$ cat config.mk
export PLATFORM = sky130hd
export DESIGN_NAME = foot_support_estimator
export DESIGN_NICKNAME = d
export VERILOG_FILES = /design/src/rtl/core/fse_pkg.sv /design/src/rtl/core/foot_support_estimator.sv /design/src/rtl/core/fse_divider.sv
export SDC_FILE = /design/constraint.sdc
export NUM_CORES = 2
export LEC_CHECK = 0
export BUFFER_PORTS_ARGS = -buffer_cell sky130_fd_sc_hd__clkbuf_2
export CORE_ASPECT_RATIO = 0.7
export CORE_MARGIN = 2
export CORE_UTILIZATION = 40
export CTS_BUF_LIST = sky130_fd_sc_hd__clkbuf_4 sky130_fd_sc_hd__clkbuf_8 sky130_fd_sc_hd__clkbuf_16
export DETAILED_ROUTE_END_ITERATION = 16
export HOLD_SLACK_MARGIN = 0.15
export PLACE_DENSITY_LB_ADDON = 0.08
export SYNTH_ARGS = -nofsm -noshare
export SYNTH_HDL_FRONTEND = slang
export SYNTH_HIERARCHICAL = 1
export SYNTH_SLANG_ARGS = --single-unit
$ cat constraint.sdc
create_clock -name i_clk -period 22.7 [get_ports i_clk]
set_clock_uncertainty 0.2 [all_clocks]
set_input_delay 6.81 -clock i_clk [delete_from_list [all_inputs] [get_ports i_clk]]
set_output_delay 6.81 -clock i_clk [all_outputs]
set_load 0.05 [all_outputs]
$ cat src/rtl/core/fse_pkg.sv
package fse_pkg;

    localparam int WEIGHT_BITS  = 14;
    localparam int SUPPORT_BITS = 16;
    localparam int CFG_IDX_BITS = 8;
    localparam int CFG_DAT_BITS = 32;
    localparam int NUM_SENSORS  = 8;
    localparam int SENSOR_BITS  = 3;

    // register indexes
    localparam logic [CFG_IDX_BITS-1:0] REG_MAX_PRESSURE = 8'd0;
    localparam logic [CFG_IDX_BITS-1:0] REG_MIN_PRESSURE = 8'd1;
    localparam logic [CFG_IDX_BITS-1:0] REG_OUTER_WEIGHT = 8'd2;
    localparam logic [CFG_IDX_BITS-1:0] REG_INNER_WEIGHT = 8'd3;

    // bit i set: sensor i sits on an outer edge
    localparam logic [NUM_SENSORS-1:0] OUTER_MASK = 8'b1010_0101;

    localparam logic [WEIGHT_BITS-1:0] OUTER_RESET = 14'd8192;
    localparam logic [WEIGHT_BITS-1:0] INNER_RESET = 14'd4096;

    typedef enum logic [6:0] {
        S_IDLE  = 7'b000_0001,
        S_LOAD  = 7'b000_0010,
        S_DIV   = 7'b000_0100,
        S_ACC   = 7'b000_1000,
        S_FINAL = 7'b001_0000,
        S_FDIV  = 7'b010_0000,
        S_OUT   = 7'b100_0000
    } t_state;

endpackage

$ cat src/rtl/core/foot_support_estimator.sv
// channel   | direction | payload
// ----------+-----------+-----------------------------------------------
// s_axis    | in        | eight pressure samples, PRESSURE_BITS each
// m_axis    | out       | tdata: support (Q2.13), tuser: switched
// cfg       | in        | register index and write data, taken only when idle
//
// NUM_W is the width of the shared serial divider (34 at default
// parameters); the divider produces one quotient bit per cycle: eight
// sensor fractions, then the final weighted sum over total; a zero total
// skips the last division
// reset is synchronous active low; peaks load the reset min_pressure
// a new frame is taken while a finished result still waits on m_axis
module foot_support_estimator import fse_pkg::*; #(
    parameter int PRESSURE_BITS = 16,
    parameter int FRACTION_BITS = 16
) (
    input  logic                               i_clk,
    input  logic                               i_rst_n,
    // fields from bit 0 up: left_front_left, left_front_right, left_back_left,
    // left_back_right, right_front_left, right_front_right, right_back_left,
    // right_back_right
    input  logic [NUM_SENSORS*PRESSURE_BITS-1:0] s_axis_tdata,
    input  logic                               s_axis_tvalid,
    output logic                               s_axis_tready,
    // fields: support
    output logic [SUPPORT_BITS-1:0]            m_axis_tdata,
    // fields: switched
    output logic                               m_axis_tuser,
    output logic                               m_axis_tvalid,
    input  logic                               m_axis_tready,
    input  logic                               i_cfg_valid,
    output logic                               o_cfg_ready,
    input  logic [CFG_IDX_BITS-1:0]            i_cfg_index,
    input  logic [CFG_DAT_BITS-1:0]            i_cfg_data
);
    localparam int PB    = PRESSURE_BITS;
    localparam int FB    = FRACTION_BITS;
    localparam int FW    = FB + 1;              // fraction reaches 1.0
    localparam int PW    = FW + WEIGHT_BITS;    // one weighted term
    localparam int AW    = PW + 4;              // signed sum of eight terms
    localparam int MW    = AW - 1;              // magnitude of the sum
    localparam int TW    = FW + 3;              // total of fractions
    localparam int NUM_W = (PB + FB > MW) ? PB + FB : MW;
    localparam int DEN_W = (PB > TW) ? PB : TW;
    localparam int FRAME_W = NUM_SENSORS * PB;

    t_state r_state;

    logic [PB-1:0]          r_max_p;
    logic [WEIGHT_BITS-1:0] r_outer_w;
    logic [WEIGHT_BITS-1:0] r_inner_w;
    logic [PB-1:0]          r_peak [NUM_SENSORS];

    logic [FRAME_W-1:0]     r_frame;
    logic [SENSOR_BITS-1:0] r_idx;
    logic                   r_zero;
    logic [FW-1:0]          r_frac;
    logic signed [AW-1:0]   r_wsum;
    logic [TW-1:0]          r_total;
    logic                   r_neg;
    logic [SUPPORT_BITS-1:0] r_mag;
    logic signed [SUPPORT_BITS-1:0] r_last;

    logic [SUPPORT_BITS-1:0] r_out_data;
    logic                   r_out_sw;
    logic                   r_out_valid;

    // per sensor and final result datapath
    logic [PB-1:0]          n_sample;
    logic [PB-1:0]          n_clip;
    logic [PB-1:0]          n_pk;
    logic [WEIGHT_BITS-1:0] n_w;
    logic [PW-1:0]          n_prod;
    logic [MW-1:0]          n_abs;
    logic signed [SUPPORT_BITS-1:0] n_sup;
    logic                   n_sw;

    logic                   div_start;
    logic [NUM_W-1:0]       div_num;
    logic [DEN_W-1:0]       div_den;
    logic                   div_done;
    logic [NUM_W-1:0]       div_quo;

    logic                   s_xfer;
    logic                   m_xfer;
    logic                   cfg_xfer;

    assign s_xfer   = s_axis_tvalid && s_axis_tready;
    assign m_xfer   = r_out_valid && m_axis_tready;
    assign cfg_xfer = i_cfg_valid && o_cfg_ready;

    // registers change only between frames; a register write and a frame
    // transfer at the same edge apply the write first
    assign s_axis_tready = (r_state == S_IDLE);
    assign o_cfg_ready   = (r_state == S_IDLE);

    always_comb begin
        n_sample = r_frame[PB-1:0];
        n_clip   = (n_sample > r_max_p) ? r_max_p : n_sample;
        n_pk     = (n_clip > r_peak[r_idx]) ? n_clip : r_peak[r_idx];
        n_w      = OUTER_MASK[r_idx] ? r_outer_w : r_inner_w;
        n_prod   = PW'(r_frac) * PW'(n_w);
        n_abs    = r_wsum[AW-1] ? MW'(-r_wsum) : MW'(r_wsum);
        n_sup    = r_neg ? -$signed(r_mag) : $signed(r_mag);
        n_sw     = (r_last < 0 && n_sup > 0) || (r_last > 0 && n_sup < 0);
    end

    // shared divider: sample over peak, then sum over total
    always_comb begin
        div_start = 1'b0;
        div_num   = '0;
        div_den   = '0;
        if (r_state == S_LOAD) begin
            div_start = 1'b1;
            div_num   = NUM_W'({n_clip, {FB{1'b0}}});
            div_den   = DEN_W'(n_pk);
        end else if (r_state == S_FINAL && r_total != '0) begin
            div_start = 1'b1;
            div_num   = NUM_W'(n_abs);
            div_den   = DEN_W'(r_total);
        end
    end

    fse_divider #(
        .NUM_W (NUM_W),
        .DEN_W (DEN_W)
    ) u_div (
        .i_clk   (i_clk),
        .i_rst_n (i_rst_n),
        .i_start (div_start),
        .i_num   (div_num),
        .i_den   (div_den),
        .o_done  (div_done),
        .o_quo   (div_quo)
    );

    // configuration and peaks
    always_ff @(posedge i_clk) begin
        if (!i_rst_n) begin
            r_max_p   <= PB'(20480);
            r_outer_w <= OUTER_RESET;
            r_inner_w <= INNER_RESET;
            for (int i = 0; i < NUM_SENSORS; i++) r_peak[i] <= PB'(410);
        end else begin
            if (cfg_xfer) begin
                unique case (i_cfg_index)
                    REG_MAX_PRESSURE: r_max_p <= i_cfg_data[PB-1:0];
                    REG_MIN_PRESSURE: begin
                        for (int i = 0; i < NUM_SENSORS; i++)
                            r_peak[i] <= i_cfg_data[PB-1:0];
                    end
                    REG_OUTER_WEIGHT: r_outer_w <= i_cfg_data[WEIGHT_BITS-1:0];
                    REG_INNER_WEIGHT: r_inner_w <= i_cfg_data[WEIGHT_BITS-1:0];
                    default: ;
                endcase
            end
            if (r_state == S_LOAD) r_peak[r_idx] <= n_pk;
        end
    end

    // sequencer
    always_ff @(posedge i_clk) begin
        if (!i_rst_n) begin
            r_state     <= S_IDLE;
            r_idx       <= '0;
            r_last      <= '0;
            r_out_valid <= 1'b0;
        end else begin
            if (m_xfer) r_out_valid <= 1'b0;
            unique case (r_state)
                S_IDLE: begin
                    if (s_xfer) begin
                        r_idx   <= '0;
                        r_state <= S_LOAD;
                    end
                end
                S_LOAD:  r_state <= S_DIV;
                S_DIV:   if (div_done) r_state <= S_ACC;
                S_ACC: begin
                    r_idx   <= r_idx + 1'b1;
                    r_state <= (r_idx == SENSOR_BITS'(NUM_SENSORS - 1)) ? S_FINAL : S_LOAD;
                end
                S_FINAL: r_state <= (r_total == '0) ? S_OUT : S_FDIV;
                S_FDIV:  if (div_done) r_state <= S_OUT;
                S_OUT: begin
                    if (!r_out_valid || m_axis_tready) begin
                        r_out_valid <= 1'b1;
                        r_last      <= n_sup;
                        r_state     <= S_IDLE;
                    end
                end
                default: r_state <= S_IDLE;
            endcase
        end
    end

    // datapath registers
    always_ff @(posedge i_clk) begin
        unique case (r_state)
            S_IDLE: begin
                r_frame <= s_axis_tdata;
                r_wsum  <= '0;
                r_total <= '0;
            end
            S_LOAD: r_zero <= (n_pk == '0);
            S_DIV:  r_frac <= r_zero ? '0 : div_quo[FW-1:0];
            S_ACC: begin
                r_frame <= r_frame >> PB;
                r_total <= r_total + TW'(r_frac);
                if (r_idx < SENSOR_BITS'(NUM_SENSORS / 2))
                    r_wsum <= r_wsum + $signed({{(AW-PW){1'b0}}, n_prod});
                else
                    r_wsum <= r_wsum - $signed({{(AW-PW){1'b0}}, n_prod});
            end
            S_FINAL: begin
                r_neg <= r_wsum[AW-1];
                r_mag <= '0;
            end
            S_FDIV: r_mag <= div_quo[SUPPORT_BITS-1:0];
            S_OUT: begin
                if (!r_out_valid || m_axis_tready) begin
                    r_out_data <= n_sup;
                    r_out_sw   <= n_sw;
                end
            end
            default: ;
        endcase
    end

    assign m_axis_tdata  = r_out_data;
    assign m_axis_tuser  = r_out_sw;
    assign m_axis_tvalid = r_out_valid;
endmodule

$ cat src/rtl/core/fse_divider.sv
// restoring divider, one quotient bit per cycle
module fse_divider import fse_pkg::*; #(
    parameter int NUM_W = 34,
    parameter int DEN_W = 20
) (
    input  logic             i_clk,
    input  logic             i_rst_n,
    input  logic             i_start,
    input  logic [NUM_W-1:0] i_num,
    input  logic [DEN_W-1:0] i_den,
    output logic             o_done,
    output logic [NUM_W-1:0] o_quo
);
    localparam int CNT_W = $clog2(NUM_W + 1);

    logic [NUM_W-1:0] r_num;
    logic [DEN_W-1:0] r_den;
    logic [DEN_W-1:0] r_rem;
    logic [CNT_W-1:0] r_cnt;
    logic             r_busy;
    logic             r_done;
    logic [DEN_W:0]   n_trial;
    logic             n_fit;

    always_comb begin
        n_trial = {r_rem, r_num[NUM_W-1]};
        n_fit   = n_trial >= {1'b0, r_den};
    end

    always_ff @(posedge i_clk) begin
        if (!i_rst_n) begin
            r_busy <= 1'b0;
            r_done <= 1'b0;
            r_cnt  <= '0;
        end else begin
            r_done <= 1'b0;
            if (i_start) begin
                r_busy <= 1'b1;
                r_cnt  <= CNT_W'(NUM_W);
            end else if (r_busy) begin
                r_cnt <= r_cnt - 1'b1;
                if (r_cnt == CNT_W'(1)) begin
                    r_busy <= 1'b0;
                    r_done <= 1'b1;
                end
            end
        end
    end

    // remainder stays below the divisor, so it fits DEN_W bits
    always_ff @(posedge i_clk) begin
        if (i_start) begin
            r_num <= i_num;
            r_den <= i_den;
            r_rem <= '0;
        end else if (r_busy) begin
            r_rem <= n_fit ? DEN_W'(n_trial - {1'b0, r_den}) : n_trial[DEN_W-1:0];
            r_num <= {r_num[NUM_W-2:0], n_fit};
        end
    end

    assign o_done = r_done;
    assign o_quo  = r_num;
endmodule

==> impl_metrics.toml <==
[placement]
dpl_worst_slack_ns = 11.99
dp.cells = 4847
dp_hpwl_mm = 76.3
portBuffers = 176
gp_congestion = 0.852

[floorplan]
io_pins = 193
die-area_um2 = 92100
core_um2 = 88500
initial_utilization_pct = 40.5
die_w_um = 362
row_count = 91
die_h_um = 255

[logic_synthesis]
async_flop_share_pct = 0
synthCells = 3646
syn-mean-instance-area_um2 = 9.84
synth_top_family_by_area = "adder cells"
ys_warn_count = 6
syn_nets = 4204
synthFlopType = "edfxtp_1"
synth-seq-cells = 520
synth_compound_area_share_pct = 10.7
synth-xor-area-share_pct = 3.93
yosys.area_share.adder_pct = 17.2
netlist_area_um2 = 35900
synth_mux_area_share_pct = 5.51
synth_cell_types = 89
synth-seq-area-share_pct = 40.7
synth_simple_gate_area_share_pct = 17.0
synth_enable_flop_cells = 417

[power]
ir_worst_vdd_mv = 0.0593
p_per_area_nw_per_um2 = 78.3
p_leak_nw = 16.2

[flow_run]
drv_cap = 0

[clocking]
cts_resized = 0
postCtsSetupBuffers = 0
cts_hold_buf = 0
root_buffer = "clkbuf_16"
cts_max_level = 2
cts_inserted_buffers = 52
cts_tree = "done"
clkLatencyLatePin_ns = 0.63
path_clk_slew_ns = 0.06
clockBufferDepth = 3
clock_sinks = 520

[sta]
slew_viol_final = 0
finalSetupTns_ns = 0
setup_viol = 0
worst_slack_ns = 11.97
hold_viol = 0
fmax_ghz = 0.0932
min_period_ns = 10.73
fin_crit_sh_pct = 47.3
slew_headroom_pct = 21.4
tightest_slew_ns = 1.17
rsz0062_at_grt = "false"

[critical_path]
crit_path_start_kind = "flop"
slowest_stage = "dfxtp_1"
endpoint_kind = "flop"
cp_max_fo = 17
reg2reg_depth = 33
cp.arrival_ns = 10.85
cp_common_cell = "fa_1"
worstPathRequired_ns = 22.82
reg2reg_to = "r_wsum[33]"
setup.worst_path.class = "flop to flop"
r2r_setup_slack_ns = 11.97
critPathMaxStageDelay_ns = 0.80

[grt]
grt_pass1_wl_mm = 161
overflow = 0
grt_max_degree = 87
grt_pass1_vias = 25800
grt_util_all_layers_pct = 22.9
antenna_found_initial = 12

[detailed_routing]
drtIter0Drc = 2196
num_vias = 26300
ant_nets = 0
wl_per_cell_um = 21.1
via_per_inst = 5.32
drc = 0
drt-total-wl_mm = 104
firstDrtPassIters = 8

[worst_hold_path]
min-delay-start = "r_outer_w[11]"
min_to = "r_outer_w[11]"
min_path_type = "flop to flop"
worstHoldPathCells = 2

[cells_and_area]
nNetsFinal = 4297
area_growth_pct = 10.3
finalNonFillerCells = 4947
final_common_cell = "nand2_1"
drive_gt1_share_pct = 11.3
final_cell_mix = "nand2_1, edfxtp_1, inv_1"
fillers = 8633
final_util_pct = 44.7

[outcome]
outcome = "completed"
[power by group]
| group | switching (mW) | internal [mW] | leakage, nW |
|---|---|---|---|
| registers | 0.102 | 1.21 | 4.82 |
| logic | 0.572 | 0.335 | 10.5 |
| clock network | 0.389 | 0.492 | 0.880 |
| total | 1.06 | 2.04 | 16.2 |
[kinds of logic (layout without fill, tap and decap cells)]
kind of cell    after synthesis  after routing
buf+inv                     475            611
other cells                   0              3
compound gates              620            620
simple gates               1335           1335
mux                         150            150
fa+ha+maj                   385            385
flops                       520            520
xor+xnor                    161            161
[how the worst max path moves through the flow]
stage,startpoint,end,slack [ns]
floorplan,flop,r_wsum[33],13.19
global placement,flop,r_wsum[33],11.97
detailed placement,flop,r_wsum[33],11.99
CTS,flop,r_wsum[33],11.94
global route,flop,r_wsum[33],11.09
finish,flop,r_wsum[33],11.97
[critical path, delay by kind of cell (launching register included)]
family	cells	cell delay [ns]
and+or+nand+nor	9	1.45
buffers and inverters	5	0.61
AOI/OAI and AO/OA	8	2.72
DFF	1	0.80
muxes	1	0.26
adders and majority gates	8	4.06
xor gates and xnor gates	2	0.33
[flip-flops by register name, indices dropped and copies added (netlist names), named ones only]
register       count
m_axis_tdata      16
m_axis_tuser       1
m_axis_tvalid      1
r_frac            17
r_frame          128
r_idx              3
r_inner_w         14
r_last            16
r_mag             16
r_max_p           16
r_neg              1
r_outer_w         14
r_peak           128
r_state            7
r_total           20
r_wsum            35
r_zero             1
u_div/o_done       1
u_div/o_quo       34
u_div/r_busy       1
u_div/r_cnt        6
u_div/r_den       20
u_div/r_rem       20
[synth_stat cells, types with 13 or more instances]
master	count	area (um2)
nor2b_1	88	551
edfxtp_1	417	12500
a21oi_1	188	941
a21o_1	37	278
o22ai_1	18	113
nor3_1	39	195
mux4_2	32	721
nand3_1	77	385
or3_1	13	81.3
dfxtp_1	103	2060
xor2_1	89	780
o21ai_0	173	866
and2_1	115	719
inv_1	307	1150
mux2_2	60	676
xnor2_1	72	631
nor2_1	218	818
a211oi_1	43	323
o21a_1	15	113
a31oi_1	21	131
clkbuf_1	143	537
fa_1	180	3600
nand4_1	28	175
nand2_1	655	2460
mux2i_1	57	571
o31ai_1	18	135
and3_1	13	81.3
ha_1	205	2560
nand2b_1	24	150
nor4_1	23	144
[final cells by class]
cell class | instances | area, um2 | share of cell area [%]
clock inverters | 22 | 171 | 0.433
multi-input cells | 2651 | 19500 | 49.4
flip-flops and latches | 520 | 14600 | 36.9
clock buffers | 75 | 1560 | 3.94
repair buffers | 204 | 1090 | 2.76
well taps | 1162 | 1450 | 3.67
inverters | 310 | 1160 | 2.94
diodes | 3 | 7.51 | 0.0190
[stage by stage]
stage	area, um2	power, mW	hold WS, ns
after floorplan	35900	1.97	0.228
final	39600	3.10	0.248
after CTS	39600	3.12	0.251
after global routing	39600	3.28	0.272
after detailed placement	37800	2.23	0.242
after global placement	37800	2.23	0.236
[per-layer routing]
layer	global-route usage (%)	vias up	routed length, um
met5	0	-	89
met4	4.14	12	1680
met3	5.63	105	8570
met2	31.5	771	41300
met1	36.0	12700	52600
li1	-	12800	-
No activity file was read; power rests on OpenSTA's default activity.
